$ cat src/rtl/qlm_pkg.sv
package qlm_pkg;

  localparam int DataW = 32;
  localparam int PfW   = 48;
  localparam int AccW  = 50;
  localparam int RadW  = 52;
  localparam int RootW = 26;
  localparam int CapW  = 25;

  localparam logic signed [DataW-1:0] GainVel  = 32'sd219113;
  localparam logic signed [DataW-1:0] GainAng  = 32'sd375495;
  localparam logic signed [DataW-1:0] GainRate = 32'sd1877469;
  localparam logic signed [DataW-1:0] AltReset = 32'sd55181312;
  localparam logic signed [DataW-1:0] MotorSq  = 32'sd196000000;
  localparam logic [CapW-1:0]         SumCap   = 25'd16777216;

  localparam logic [2:0] RegHover  = 3'd0;
  localparam logic [2:0] RegThrust = 3'd1;
  localparam logic [2:0] RegArm    = 3'd2;
  localparam logic [2:0] RegTorque = 3'd3;
  localparam logic [2:0] RegVscale = 3'd4;
  localparam logic [2:0] RegMaxMot = 3'd5;

  // Negated mixer terms per motor: bit 2 roll arm, bit 1 pitch arm, bit 0 yaw torque.
  localparam logic [2:0] MixNeg [4] = '{3'b111, 3'b100, 3'b001, 3'b010};

  typedef struct packed {
    logic signed [DataW-1:0] altitude;
    logic signed [DataW-1:0] altitude_ref;
    logic signed [DataW-1:0] roll;
    logic signed [DataW-1:0] pitch;
    logic signed [DataW-1:0] yaw;
    logic signed [DataW-1:0] rate_x;
    logic signed [DataW-1:0] rate_y;
    logic signed [DataW-1:0] rate_z;
  } in_item_t;

  typedef struct packed {
    logic [15:0] motor_one;
    logic [15:0] motor_two;
    logic [15:0] motor_three;
    logic [15:0] motor_four;
  } out_item_t;

  function automatic logic signed [AccW-1:0] sext32(input logic signed [DataW-1:0] v);
    return {{(AccW-DataW){v[DataW-1]}}, v};
  endfunction

  function automatic logic signed [AccW-1:0] sext48(input logic signed [PfW-1:0] v);
    return {{(AccW-PfW){v[PfW-1]}}, v};
  endfunction

  function automatic logic signed [DataW-1:0] sat32(input logic signed [AccW-1:0] v);
    if (v[AccW-1:DataW-1] == {(AccW-DataW+1){v[AccW-1]}}) begin
      return v[DataW-1:0];
    end else if (v[AccW-1]) begin
      return 32'sh80000000;
    end else begin
      return 32'sh7fffffff;
    end
  endfunction

endpackage

$ cat src/rtl/qlm_mul.sv
module qlm_mul (
  input  logic                                  clk,
  input  logic signed [qlm_pkg::DataW-1:0]      a,
  input  logic signed [qlm_pkg::DataW-1:0]      b,
  output logic signed [2*qlm_pkg::DataW-1:0]    p
);

  always_ff @(posedge clk) begin
    p <= (2*qlm_pkg::DataW)'(a) * (2*qlm_pkg::DataW)'(b);
  end

endmodule

$ cat config.mk
export PLATFORM = sky130hd
export DESIGN_NAME = qlm_mul
export DESIGN_NICKNAME = d
export VERILOG_FILES = /design/src/rtl/qlm_pkg.sv /design/src/rtl/qlm_mul.sv
export SDC_FILE = /design/constraint.sdc
export NUM_CORES = 2
export LEC_CHECK = 0
export BUFFER_PORTS_ARGS = -buffer_cell sky130_fd_sc_hd__buf_2
export CAP_MARGIN = 30
export CORE_MARGIN = 2
export CORE_UTILIZATION = 37
export CTS_CLUSTER_SIZE = 12
export DETAILED_ROUTE_END_ITERATION = 12
export SETUP_SLACK_MARGIN = 0.02
export SYNTH_ARGS = -nofsm -noshare
export SYNTH_HDL_FRONTEND = slang
export SYNTH_SLANG_ARGS = --single-unit
$ cat constraint.sdc
create_clock -name clk -period 22.2 [get_ports clk]
set_clock_uncertainty 0.2 [all_clocks]
set_input_delay 1.11 -clock clk [delete_from_list [all_inputs] [get_ports clk]]
set_output_delay 1.11 -clock clk [all_outputs]
set_load 0.03 [all_outputs]
Word-level counts from Yosys, hierarchy flattened

Cells that the tools add are included.

Multiply operators: 1

Operator list:

| cell           | count |
|---|---|
| $mul 32x32->64 | 1 |

Flip-flop bits (word level): 64
Input port bits: 65
Output and inout port bits: 64
Logic and storage cells: 2

Logic depth before layout (Yosys ltp)

Word-level depth: 1
Mapped depth: 28
Gate-level depth less buffers: 27

Worst setup path before layout

No wires, ideal clock.

Path type: in2reg
Start point: input b[2] (netlist bit)
End point: register p[62] (netlist bit)
Setup time: 0.072 ns
Arrival time: 8.299 ns
Required time: 21.928 ns
Path slack: 13.629 ns
Stages: 24
Buffers on the path: 1
Cell sequence: clkbuf_1 -> nand2_1 -> inv_1 -> fa_1 -> fa_1 -> fa_1 -> fa_1 -> inv_1 -> fa_1 -> inv_1 -> fa_1 -> inv_1 -> fa_1 -> inv_1 -> fa_1 -> ha_1 -> and3_1 -> nand2_1 -> or3_1 -> o22a_1 -> o211ai_1 -> a31oi_1 -> o31ai_1 -> xor2_1

Longest elaborated chain between the ends: 1

Ends and longest elaborated chain:

| item                 | RTL line     | text |
|---|---|---|
| start, declared      | qlm_mul.sv:4 | `input logic signed [qlm_pkg::DataW-1:0] b,` |
| $mul 32x32->64       | qlm_mul.sv:9 | `p <= (2*qlm_pkg::DataW)'(a) * (2*qlm_pkg::DataW)'(b);` |
| end signal, assigned | qlm_mul.sv:9 |  |
| end, declared        | qlm_mul.sv:5 | `output logic signed [2*qlm_pkg::DataW-1:0] p` |

No other way between the ends.

Worst setup path in the final report

Start point: input b[5] (netlist bit)
End point: register p[62] (netlist bit)

The elaborated chain is that of the path after synthesis.

==> results.py <==
metrics = {
    "grt": {
        "grt_pass1_vias": 29100,
        "antenna_found_initial": 7,
        "globalRouteOverflowTotal": 0,
        "gr-usage-all-layers": 0.213,
        "grt_max_degree": 33,
        "grt_pass1_wl_microns": 167000,
    },
    "floorplan": {
        "core_area_sq_um": 100000,
        "ios": 129,
        "die_y_microns": 321,
        "initial_utilization": 0.372,
        "rows": 116,
        "die_x_microns": 321,
        "dieArea_sq_um": 103000,
    },
    "timing": {
        "worst_pin_slew_ps": 1030,
        "slew_headroom": 0.314,
        "period_share": 0.447,
        "setup_violations": 0,
        "fin_tns_setup_ps": 0,
        "fin_crit_ps": 9930,
        "fmax_ghz": 0.101,
        "hold_viol_final": 0,
        "rsz0062_at_grt": "no",
        "slew_violations": 0,
    },
    "final_layout": {
        "reg_top3": "p (64)",
        "area_growth_pct": 5.35,
        "largest_register_ffs": 64,
        "nFillCells": 9955,
        "drive_gt1_frac": 0.0501,
        "final_nets": 5183,
        "top_register": "p",
    },
    "yosys": {
        "ys_ff_latch": 64,
        "ys.warnings.count": 0,
        "synth.avg_cell_area_sq_um": 9.59,
        "syn_inst": 3884,
        "syn_nets": 5215,
        "netlist_area_sq_um": 37200,
        "synth_edf_count": 0,
        "ys_types": 63,
        "ys_seq_area_frac": 0.0344,
        "ys_async_sr_fraction": 0,
        "synth-main-ff-cell": "dfxtp_1",
    },
    "critical_path": {
        "cp-end-kind": "flip-flop",
        "cp.arrival_ps": 10080,
        "path_buf_inv": 8,
        "crit_family": "adder cells",
        "critical_path_class": "in -> reg",
        "required_ps": 22350,
        "crit_top_cell": "fa_1",
        "slowest_delay_ps": 870,
        "cp_slowest_cell": "fa_1",
        "crit_fanout": 32,
        "worst_setup_path_start_kind": "primary input",
    },
    "placement": {
        "place.gp.congestion": 0.860,
        "io_buffers": 128,
        "hpwl_microns": 81600,
    },
    "detailed_routing": {
        "drc": 0,
        "vias": 25500,
        "wl_per_cell_microns": 19.9,
        "ant_nets": 0,
        "first_pass_iters": 5,
        "routed_wl_microns": 103000,
        "drt-vias-per-instance": 4.95,
        "drtIter0Drc": 1334,
    },
    "cts": {
        "clockBufferDepth": 2,
        "clock-sinks": 64,
        "htreeDepth": 3,
        "ctsHoldBuffers": 0,
        "cts_setup_buffers": 0,
        "ctsResizeCount": 0,
        "cts-root-buf": "clkbuf_16",
        "clkTransAtPathRegs_ps": 70,
        "tritoncts": "yes",
        "cts_buffers": 9,
    },
    "status": {
        "status": "finished clean",
    },
    "job": {
        "cap_violations": 0,
    },
    "min_path": {
        "min_path_cells": 3,
        "worstHoldEndpoint": "p[0]",
        "hold_class": "in -> reg",
        "hp-start": "a[0]",
    },
}
## layout make-up
class                           instances  area (sq um)  area share
Inverter                              952          3570      0.0911
Sequential cell                        64          1280      0.0327
Antenna cell                            1          2.50   0.0000638
Timing Repair Buffer                  157           858      0.0219
Clock inverter                          3          20.0    0.000510
Clock buffer                           11           243     0.00619
Multi-Input combinational cell       2668         31600       0.806
Tap cell                             1298          1620      0.0414
## routing by layer
layer,global-route usage,up-vias,part of all wire
met5,0,-,0.00085
met4,0.0763,12,0.037
met3,0.0367,190,0.056
met2,0.371,718,0.51
met1,0.264,13600,0.40
li1,-,11000,-
## worst min-delay path, stage by stage
cell and delay, ps:
buf_2 100, buf_4 240, and2_1 200
## stage by stage
stage / setup WS (ps) / utilization / cell area (sq um) / hold WS (ps) / std cells
2_1_floorplan: 13630 / - / 37200 / 1040 / 3884
3_3_place_gp: 11960 / 0.390 / 39000 / 1340 / 5138
3_5_place_dp: 11890 / 0.390 / 39000 / 1340 / 5138
4_1_cts: 12270 / 0.392 / 39200 / 1090 / 5152
5_1_grt: 11850 / 0.392 / 39200 / 1120 / 5153
6_report: 12270 / 0.392 / 39200 / 1100 / 5154
## placed cells by master (no fill, tap or decap), drive strengths merged, types with 3 or more instances in the layout
cell type / synthesis / layout
o21a: 4 / 4
dfxtp: 64 / 64
o211ai: 3 / 3
xor2: 22 / 22
inv: 952 / 952
ha: 184 / 184
a21o: 25 / 25
a21oi: 68 / 68
nor3: 7 / 7
and4: 4 / 4
buf: 5 / 157
nand2: 511 / 511
o21bai: 15 / 15
nand3: 15 / 15
a211oi: 8 / 8
nand2b: 9 / 9
a31oi: 13 / 13
xnor2: 53 / 53
nor2: 42 / 42
a21boi: 3 / 3
fa: 1082 / 1082
o31ai: 7 / 7
and3: 9 / 9
nand4: 7 / 7
nor2b: 3 / 3
and2: 516 / 516
o21ai: 31 / 31
or3: 5 / 5
clkbuf: 195 / 11
## worst max-delay path by stage
| stage | start | end | slack, ps | depth (start not counted) |
|---|---|---|---|---|
| after floorplan | b[2] | p[62] | 13630 | 24 |
| after global placement | b[5] | p[62] | 11960 | 25 |
| after detailed placement | b[5] | p[62] | 11890 | 25 |
| after CTS | b[5] | p[62] | 12270 | 25 |
| after global routing | b[5] | p[62] | 11850 | 25 |
| final | b[5] | p[62] | 12270 | 25 |
## kinds of logic after synthesis
logic type               count (synthesis)  share of synthesized area
AND/OR/NAND/NOR                       1134                      0.154
XOR/XNOR                                75                     0.0176
flip-flops                              64                     0.0344
buffers and inverters                 1152                      0.116
adder cells (fa/ha/maj)               1266                      0.643
AO/OA/AOI/OAI                          193                     0.0346
## Yosys cell counts (22+ instances only)
library cell | instances | area share
fa_1 | 1082 | 0.58
inv_1 | 952 | 0.096
and2_1 | 516 | 0.087
nand2_1 | 511 | 0.052
clkbuf_1 | 195 | 0.020
ha_1 | 184 | 0.062
a21oi_1 | 68 | 0.0091
dfxtp_1 | 64 | 0.034
xnor2_1 | 53 | 0.012
nor2_1 | 42 | 0.0042
o21ai_0 | 28 | 0.0038
a21o_1 | 23 | 0.0046
xor2_1 | 22 | 0.0052
Power is left out: the tool's default activity adds up to more than one toggle a clock period on the data nets, which glitch-free logic cannot reach.
