$ cat src/rtl/qlm_pkg.sv
package qlm_pkg;

  localparam int DataW = 32;
  localparam int PfW   = 48;
  localparam int AccW  = 50;
  localparam int RadW  = 52;
  localparam int RootW = 26;
  localparam int CapW  = 25;

  localparam logic signed [DataW-1:0] GainVel  = 32'sd219113;
  localparam logic signed [DataW-1:0] GainAng  = 32'sd375495;
  localparam logic signed [DataW-1:0] GainRate = 32'sd1877469;
  localparam logic signed [DataW-1:0] AltReset = 32'sd55181312;
  localparam logic signed [DataW-1:0] MotorSq  = 32'sd196000000;
  localparam logic [CapW-1:0]         SumCap   = 25'd16777216;

  localparam logic [2:0] RegHover  = 3'd0;
  localparam logic [2:0] RegThrust = 3'd1;
  localparam logic [2:0] RegArm    = 3'd2;
  localparam logic [2:0] RegTorque = 3'd3;
  localparam logic [2:0] RegVscale = 3'd4;
  localparam logic [2:0] RegMaxMot = 3'd5;

  // Negated mixer terms per motor: bit 2 roll arm, bit 1 pitch arm, bit 0 yaw torque.
  localparam logic [2:0] MixNeg [4] = '{3'b111, 3'b100, 3'b001, 3'b010};

  typedef struct packed {
    logic signed [DataW-1:0] altitude;
    logic signed [DataW-1:0] altitude_ref;
    logic signed [DataW-1:0] roll;
    logic signed [DataW-1:0] pitch;
    logic signed [DataW-1:0] yaw;
    logic signed [DataW-1:0] rate_x;
    logic signed [DataW-1:0] rate_y;
    logic signed [DataW-1:0] rate_z;
  } in_item_t;

  typedef struct packed {
    logic [15:0] motor_one;
    logic [15:0] motor_two;
    logic [15:0] motor_three;
    logic [15:0] motor_four;
  } out_item_t;

  function automatic logic signed [AccW-1:0] sext32(input logic signed [DataW-1:0] v);
    return {{(AccW-DataW){v[DataW-1]}}, v};
  endfunction

  function automatic logic signed [AccW-1:0] sext48(input logic signed [PfW-1:0] v);
    return {{(AccW-PfW){v[PfW-1]}}, v};
  endfunction

  function automatic logic signed [DataW-1:0] sat32(input logic signed [AccW-1:0] v);
    if (v[AccW-1:DataW-1] == {(AccW-DataW+1){v[AccW-1]}}) begin
      return v[DataW-1:0];
    end else if (v[AccW-1]) begin
      return 32'sh80000000;
    end else begin
      return 32'sh7fffffff;
    end
  endfunction

endpackage

$ cat src/rtl/qlm_isqrt.sv
module qlm_isqrt (
  input  logic                        clk,
  input  logic                        rst,
  input  logic                        start,
  input  logic [qlm_pkg::RadW-1:0]    radicand,
  output logic                        done,
  output logic [qlm_pkg::RootW-1:0]   root
);

  localparam int RemW = qlm_pkg::RootW + 1;
  localparam int CntW = $clog2(qlm_pkg::RootW);
  localparam logic [CntW-1:0] LastStep = CntW'(qlm_pkg::RootW - 1);

  logic [qlm_pkg::RadW-1:0] rad;
  logic [RemW-1:0]          rem;
  logic [CntW-1:0]          cnt;
  logic                     run;
  logic [RemW+1:0]          rem_sh;
  logic [RemW+1:0]          trial;
  logic [RemW+1:0]          diff;
  logic                     ge;

  always_comb begin
    rem_sh = {rem, rad[qlm_pkg::RadW-1 -: 2]};
    trial  = {1'b0, root, 2'b01};
    diff   = rem_sh - trial;
    ge     = rem_sh >= trial;
  end

  always_ff @(posedge clk) begin
    done <= 1'b0;
    if (rst) begin
      run <= 1'b0;
    end else if (start) begin
      rad  <= radicand;
      rem  <= '0;
      root <= '0;
      cnt  <= '0;
      run  <= 1'b1;
    end else if (run) begin
      rad <= {rad[qlm_pkg::RadW-3:0], 2'b00};
      if (ge) begin
        rem  <= diff[RemW-1:0];
        root <= {root[qlm_pkg::RootW-2:0], 1'b1};
      end else begin
        rem  <= rem_sh[RemW-1:0];
        root <= {root[qlm_pkg::RootW-2:0], 1'b0};
      end
      cnt <= cnt + 1'b1;
      if (cnt == LastStep) begin
        run  <= 1'b0;
        done <= 1'b1;
      end
    end
  end

endmodule

$ cat config.mk
export PLATFORM = sky130hd
export DESIGN_NAME = qlm_isqrt
export DESIGN_NICKNAME = d
export VERILOG_FILES = /design/src/rtl/qlm_pkg.sv /design/src/rtl/qlm_isqrt.sv
export SDC_FILE = /design/constraint.sdc
export NUM_CORES = 1
export LEC_CHECK = 0
export ABC_AREA = 1
export BUFFER_PORTS_ARGS = -buffer_cell sky130_fd_sc_hd__buf_2
export CORE_ASPECT_RATIO = 2
export CORE_MARGIN = 4
export CORE_UTILIZATION = 25
export DETAILED_ROUTE_END_ITERATION = 12
export HOLD_SLACK_MARGIN = 0.02
export PLACE_DENSITY_LB_ADDON = 0.25
export SLEW_MARGIN = 20
export SYNTH_ARGS = -nofsm -noshare
export SYNTH_HDL_FRONTEND = slang
export SYNTH_SLANG_ARGS = --single-unit
$ cat constraint.sdc
create_clock -name clk -period 23.3 [get_ports clk]
set_clock_uncertainty 0.2 [all_clocks]
set_input_delay 5.825 -clock clk [delete_from_list [all_inputs] [get_ports clk]]
set_output_delay 5.825 -clock clk [all_outputs]
set_load 0.01 [all_outputs]
# Word level (Yosys, flattened, before mapping)
# Index checks and enable logic that the tools add are counted.
[word_totals] input_bits=55 wordCells=26 output_inout_bits=27 ff_bits=112
[op_classes] addsub=2 order_cmp=1 bitwise=2 mux=11 n_reduce_logical=3 n_eq_ne=1
[op_table] op="52-bit two-way mux" n=2
[op_table] op="27-bit two-way mux" n=2
[op_table] op="29-bit by 28-bit >= comparator with 1-bit output" n=1
[op_table] op="27-bit subtractor" n=1
[op_table] op="26-bit two-way mux" n=1
[op_table] op="5-bit by 1-bit adder with 5-bit output (second input constant)" n=1
[op_table] op="5-bit equality test (second input constant)" n=1
[op_table] op="1-bit two-way mux" n=5
[op_table] op="5-bit two-way mux" n=1
[op_table] op="3-bit OR reduction" n=1
[op_table] op="1-bit inverter" n=2
[op_table] op="2-bit AND reduction" n=1
[op_table] op="2-bit nonzero test" n=1

# Logic depth before layout (Yosys ltp)
# Gate-level depths: netlist of run 1.
[logic_depth] word_depth=4 depth_mapped=16 depth_no_buf=15

# Least setup slack after synthesis of run 1
# No wires, ideal clock.
[synth_path] path_kind="input to register" from="in start" to="reg cnt[0] (enable)" required_time_ns=22.482 setup_ns=0.618 arrival_ns=11.339 stages=3 path_slack_ns=11.143 n_path_buf=1 cell_sequence="inv_2 > clkbuf_1 > a21oi_1"
[synth_via] elab_chain_len=2
[synth_rtl] item="start: declaration" line="qlm_isqrt.sv:4" source="input logic start,"
[synth_rtl] item="2-bit nonzero test (no source line)"
[synth_rtl] item="2-bit AND reduction (no source line)"
[synth_rtl] item="end signal: assignment" line="qlm_isqrt.sv:49" source="cnt <= cnt + 1'b1;"
[synth_rtl] item="end: declaration" line="qlm_isqrt.sv:16" source="logic [CntW-1:0] cnt;"
# No other way between the ends.
# A chain may end at the register's enable or synchronous reset.

# Worst setup path after layout of run 1
[layout_path] from="in start" to="reg rad[47] (netlist bit) (enable)"
[layout_via] elab_chain_len=2
[layout_rtl] item="2-bit nonzero test (no source line)"
[layout_rtl] item="2-bit AND reduction (no source line)"
[layout_rtl] item="end signal: assignment" line="qlm_isqrt.sv:35" source="rad <= radicand;"
[layout_rtl] item="end signal: assignment" line="qlm_isqrt.sv:41" source="rad <= {rad[qlm_pkg::RadW-3:0], 2'b00};"
[layout_rtl] item="end: declaration" line="qlm_isqrt.sv:14" source="logic [qlm_pkg::RadW-1:0] rad;"
# No other way between the ends.

==> impl_metrics.yaml, run 1 <==
min_path:
  hp-class: "reg2reg"
  holdPathStages: 2
  hp-start: "rad[11]"
  hold_path_end: "rad[13]"
power:
  switching_share: 0.328
  p_seq_frac: 0.461
  total_power_uw: 538
  p_sw_uw: 177
  p_int_uw: 361
  cellPowerDensity_nw_per_um2: 66.6
  combPwrFrac: 0.257
  p_leak_nw: 4.09
  pwr-share-clk: 0.282
  peakVddDrop_mv: 0.0588
place:
  dpl_cell_area_sq_um: 7770
  dp_cells: 1356
  io_buffer_count: 81
  gp_congestion: 0.941
  post-dp-hpwl_microns: 15000
  dpl_worst_slack_ps: 14290
timing:
  tns_ps: 0
  whs_ps: 314
  hold_viol_final: 0
  relSlewSlack: 0.290
  rsz0062_at_grt: "no"
  slew_violations: 0
  fmax_mhz: 125
  setup_viol: 0
  period_needed_ps: 7980
  worstMarginPinSlew_ps: 1060
  fin_crit_sh: 0.342
  setup_ws_ps: 15320
critical_path:
  ff2ff_path_depth: 12
  timing.rr.start: "root[10]"
  critPathArrivalTime_ps: 7760
  startpoint_type: "input pin"
  cp.required_ps: 23090
  crit_path_max_fanout: 81
  worstSetupEndpointType: "register"
  r2r_slack_ps: 20160
  r2r_end: "rem[17]"
  worstSetupPathType: "in2reg"
detailed_routing:
  post_drt_wl_per_cell_microns: 14.0
  num_vias: 5809
  postRouteAntennaNets: 0
  wl_microns: 19200
  drc_errors: 0
  drtPass1Iterations: 5
  vias_per_cell: 4.23
  drt_iter0_markers: 203
clocking:
  ctsResizeCount: 0
  clock_latency_ps: 370
  numCtsBuffers: 9
  clkSinkCount: 112
  clockBufferDepth: 2
  cts_tree: "yes"
  cts-root-buf: "clkbuf_16"
  cts_hold_buffers: 0
  cts-htree-levels: 3
  clk_pin_slew_ps: 80
  post-cts-setup-buffers: 0
synth:
  synth_top_family_by_area: "simple AND/OR/NAND/NOR gates"
  synth_fa_ha_area_frac: 0.0536
  synthTopCellsByArea: "edfxtp_1 47%, nand2_1 22%, inv_1 7.9%, nor2_1 6.5%, ha_1 5.4%"
  synth_top_cell_by_area: "edfxtp_1"
  yosysSeqAreaShare: 0.477
  synthXorXnorAreaFrac: 0.0175
  synth_edf_count: 110
  ys_warn_count: 0
  synth_compound_gate_area_share: 0.0155
  synthArstFlopShare: 0
  synth_ff_type: "edfxtp_1"
  yosys.area_share.simple: 0.340
  ys_ff_latch: 112
  ys_types: 29
  synth_top_area_frac: 0.472
  netlist_instances: 942
  synth.area.mux_share: 0
  postSynthAreaPerCell_sq_um: 7.43
  synth_nets: 1027
  synth_area_sq_um: 7000
floorplan:
  dieArea_sq_um: 30900
  die_h_microns: 245
  dieWidth_microns: 126
  rows: 86
  initial_core_util: 0.254
  ioPinCount: 82
  core-area_sq_um: 27500
global_route:
  grt_use_total: 0.126
  grt_max_degree: 82
  grt_pass1_vias: 5907
  antenna_found_initial: 0
  grt_pass1_wl_microns: 30200
  overflow: 0
cells_and_area:
  design_area_sq_um: 8080
  fin_util: 0.293
  syn2layout_area_growth_pct: 15.3
  diodes: 0
  final-instance-count-excl-fill: 1373
  finalNetCount: 1101
  layout-drive-gt1-share: 0.114
status:
  outcome: "finished clean"
run:
  maxCapViolations: 0
-- power groups by stage --
stage / Sequential [mW] / Clock [mW] / Combinational, mW
2_1_floorplan: 0.254 / 0 / 0.0982
3_3_place_gp: 0.253 / 0 / 0.139
3_5_place_dp: 0.253 / 0 / 0.140
4_1_cts: 0.249 / 0.159 / 0.141
5_1_grt: 0.250 / 0.166 / 0.158
6_report: 0.248 / 0.152 / 0.138
-- layout make-up --
cell class | count | area (sq um)
Fill cell | 3149 | 19500
Sequential cell | 112 | 3340
Multi-Input combinational cell | 659 | 3000
Inverter | 149 | 559
Timing Repair Buffer | 85 | 455
Tap cell | 352 | 440
Clock buffer | 10 | 229
Clock inverter | 6 | 52.6
-- logic make-up (layout without fill, tap and decap cells) --
logic type	count (synthesis)	count (layout)
adders and majority gates	30	30
and+or+nand+nor	596	596
AOI/OAI and AO/OA	19	19
buffers and inverters	171	250
DFF	112	112
xor gates and xnor gates	14	14
-- cell usage after synthesis, types with 3 or more instances --
| cell type | instances |
|---|---|
| xnor2_1 | 9 |
| xor2_1 | 5 |
| ha_1 | 30 |
| nor3_2 | 3 |
| buf_6 | 4 |
| a21oi_1 | 14 |
| nand4_1 | 9 |
| nand3b_1 | 5 |
| nand2_2 | 3 |
| nand2_1 | 413 |
| nor2_2 | 4 |
| edfxtp_1 | 110 |
| inv_1 | 148 |
| nand3_1 | 30 |
| nor2_1 | 122 |
| clkbuf_1 | 14 |
-- sequential cells by signal, summed over array words and instances (netlist names) --
name / cells
root: 26
cnt: 5
run: 1
rad: 52
rem: 27
done: 1
-- placed cells by master (no fill, tap or decap) --
cell       netlist  final
ha_1            30     30
nand4_1          9      9
xor2_1           5      5
clkinv_8         0      1
clkinv_2         0      2
nand3b_1         5      5
edfxtp_1       110    110
inv_1          148    148
clkbuf_1        14      1
dfxtp_1          2      2
and2_1           2      2
o21ai_0          1      1
inv_6            0      3
nor2_1         122    122
clkbuf_16        0      9
a21oi_2          2      2
inv_2            1      1
nor3_2           3      3
buf_16           0      1
o21a_1           1      1
xnor2_1          9      9
nand3_1         30     30
buf_2            2     81
nand2_1        413    413
nand3_4          1      1
o21ai_2          1      1
nand2_2          3      3
nor4_1           1      1
nor2_2           4      4
a21oi_1         14     13
or2_0            1      1
buf_4            0      3
nor3_1           2      2
a21oi_4          0      1
-- layer usage --
metal  track usage  vias up  share of wire
met5             0        -              0
met4        0.0714        0          0.047
met3        0.0187       40          0.028
met2         0.253      104           0.58
met1         0.116     2613           0.35
li1              -     3052              -
-- critical path, stage by stage --
cell and delay [ps]:
buf_2 450, inv_2 110, a21oi_4 410, buf_4 840
-- worst max path at each step --
stage / slack (ps) / from / to
5_1_grt: 15110 / start / rad[51]
2_1_floorplan: 11140 / start / cnt[0]
6_report: 15320 / start / rad[47]
3_5_place_dp: 14290 / start / rad[49]
3_3_place_gp: 14340 / start / rad[47]
4_1_cts: 14690 / start / rad[51]
Power figures use the tool's default switching activity.
==> inputs of run 2 (changes only) <==
--- a/config.mk
+++ b/config.mk
@@ -5,7 +5,7 @@
 export SDC_FILE = /design/constraint.sdc
 export NUM_CORES = 1
 export LEC_CHECK = 0
-export ABC_AREA = 1
+export ABC_AREA = 0
 export BUFFER_PORTS_ARGS = -buffer_cell sky130_fd_sc_hd__buf_2
 export CORE_ASPECT_RATIO = 2
 export CORE_MARGIN = 4
==> constraint.sdc (replaced) <==
create_clock -name clk -period 8.3 [get_ports clk]
set_clock_uncertainty 0.2 [all_clocks]
set_input_delay 2.075 -clock clk [delete_from_list [all_inputs] [get_ports clk]]
set_output_delay 2.075 -clock clk [all_outputs]
set_load 0.01 [all_outputs]
==> impl_metrics.yaml, run 2 <==
clocking:
  clkSinkCount: 112
  clock_latency_ps: 370
  post-cts-setup-buffers: 0
  cts_hold_buffers: 0
  cts_tree: "yes"
  ctsResizeCount: 0
  clk_pin_slew_ps: 90
  numCtsBuffers: 9
  cts-htree-levels: 3
  clockBufferDepth: 2
  cts-root-buf: "clkbuf_16"
synth:
  synth_edf_count: 110
  synth_area_sq_um: 6200
  ys_ff_latch: 112
  netlist_instances: 512
  synthArstFlopShare: 0
  postSynthAreaPerCell_sq_um: 12.1
  ys_warn_count: 0
  synth_top_area_frac: 0.533
  synth_ff_type: "edfxtp_1"
  synth_top_cell_by_area: "edfxtp_1"
  ys_types: 57
  synthTopCellsByArea: "edfxtp_1 53%, mux2_2 9.1%, ha_1 6.1%, nor2_1 3.9%, inv_1 2.4%"
  synth_nets: 597
  yosysSeqAreaShare: 0.539
  synth_common_cells: "110 x edfxtp_1, 65 x nor2_1, 50 x mux2_2, 39 x inv_1, 30 x ha_1"
  yosysMostFrequentCell: "edfxtp_1"
detailed_routing:
  vias_per_cell: 4.42
  drc_errors: 0
  drtPass1Iterations: 4
  post_drt_wl_per_cell_microns: 14.6
  postRouteAntennaNets: 0
  drt_iter0_markers: 138
  num_vias: 4080
  wl_microns: 13500
critical_path:
  crit_path_max_fanout: 76
  critPathArrivalTime_ps: 4000
  startpoint_type: "input pin"
  worstSetupPathType: "in2reg"
  worstSetupEndpointType: "register"
  cp.required_ps: 8090
global_route:
  antenna_found_initial: 0
  grt_use_total: 0.101
  grt_pass1_wl_microns: 22200
  overflow: 0
  grt_pass1_vias: 4499
  grt_max_degree: 80
floorplan:
  dieWidth_microns: 119
  die_h_microns: 231
  ioPinCount: 82
  dieArea_sq_um: 27500
  core-area_sq_um: 24400
  initial_core_util: 0.254
  rows: 81
timing:
  period_needed_ps: 4210
  worstMarginPinSlew_ps: 1010
  setup_viol: 0
  rsz0062_at_grt: "no"
  slew_violations: 0
  relSlewSlack: 0.326
  fin_crit_sh: 0.507
  hold_viol_final: 0
  tns_ps: 0
  fmax_mhz: 238
cells_and_area:
  reg_top3: "rad x52, rem x27, root x26"
  final_common_cell: "edfxtp_1"
  final-instance-count-excl-fill: 923
  layout-drive-gt1-share: 0.288
  finalNetCount: 671
  largest_register: "rad"
  fin_util: 0.297
  largest_reg_flops: 52
  layout_common_cells: "110 x edfxtp_1, 80 x buf_2, 64 x nor2_1"
  diodes: 0
  syn2layout_area_growth_pct: 17.0
power:
  peakVddDrop_mv: 0.0993
  total_power_mw: 1.48
  cellPowerDensity_nw_per_um2: 205
  p_leak_nw: 2.90
min_path:
  hp-class: "reg2reg"
run:
  maxCapViolations: 0
status:
  outcome: "finished clean"
place:
  gp_congestion: 0.777
  io_buffer_count: 81
  dp_cells: 907
  post-dp-hpwl_microns: 9620
## run 2: worst max-delay path, stage by stage
cell and delay (ps):
buf_4 350, nor2_1 140, nor2_4 90, buf_4 400, buf_4 840
## run 2: logic make-up after synthesis
| group | share of synthesized area |
|---|---|
| AOI/OAI and AO/OA | 0.110 |
| buffers and inverters | 0.0428 |
| xor gates and xnor gates | 0.0325 |
| DFF | 0.539 |
| adders and majority gates | 0.0605 |
| muxes | 0.114 |
| and+or+nand+nor | 0.101 |
## run 2: area by class of cell
class	instances	area, sq um
clock buffer	9	225
inverter	39	146
tap	332	415
clock inverter	7	92.6
timing repair buffer	84	430
fill	2520	17200
multi-input combinational	340	2600
sequential	112	3340
## run 2: worst paths after layout
kind	slack [ps]	endpoint	start	depth (start not counted)
max	4090	rem[14]	start	5
min reg2reg	310	done	run	1
max reg2reg	4530	rem[4]	root[0]	11
min	310	done	run	1
## run 2: where the power goes
part	switching, mW	internal, mW
clock	0.238	0.218
sequential	0.0184	0.678
combinational	0.187	0.145
## run 2: layer usage
layer | GRT usage | up-vias | part of all wire
li1 | - | 2022 | -
met1 | 0.103 | 1966 | 0.38
met2 | 0.192 | 81 | 0.55
met3 | 0.0294 | 11 | 0.054
met4 | 0.0369 | 0 | 0.012
met5 | 0 | - | 0
## run 2: through the flow
stage | worst slack (ps) | hold WS, ps | cell area [sq um]
floorplan | 336 | 260 | 6200
global placement | 3730 | 300 | 6930
detailed placement | 3650 | 301 | 6930
CTS | 4070 | 316 | 7250
global route | 3930 | 354 | 7250
finish | 4090 | 313 | 7250
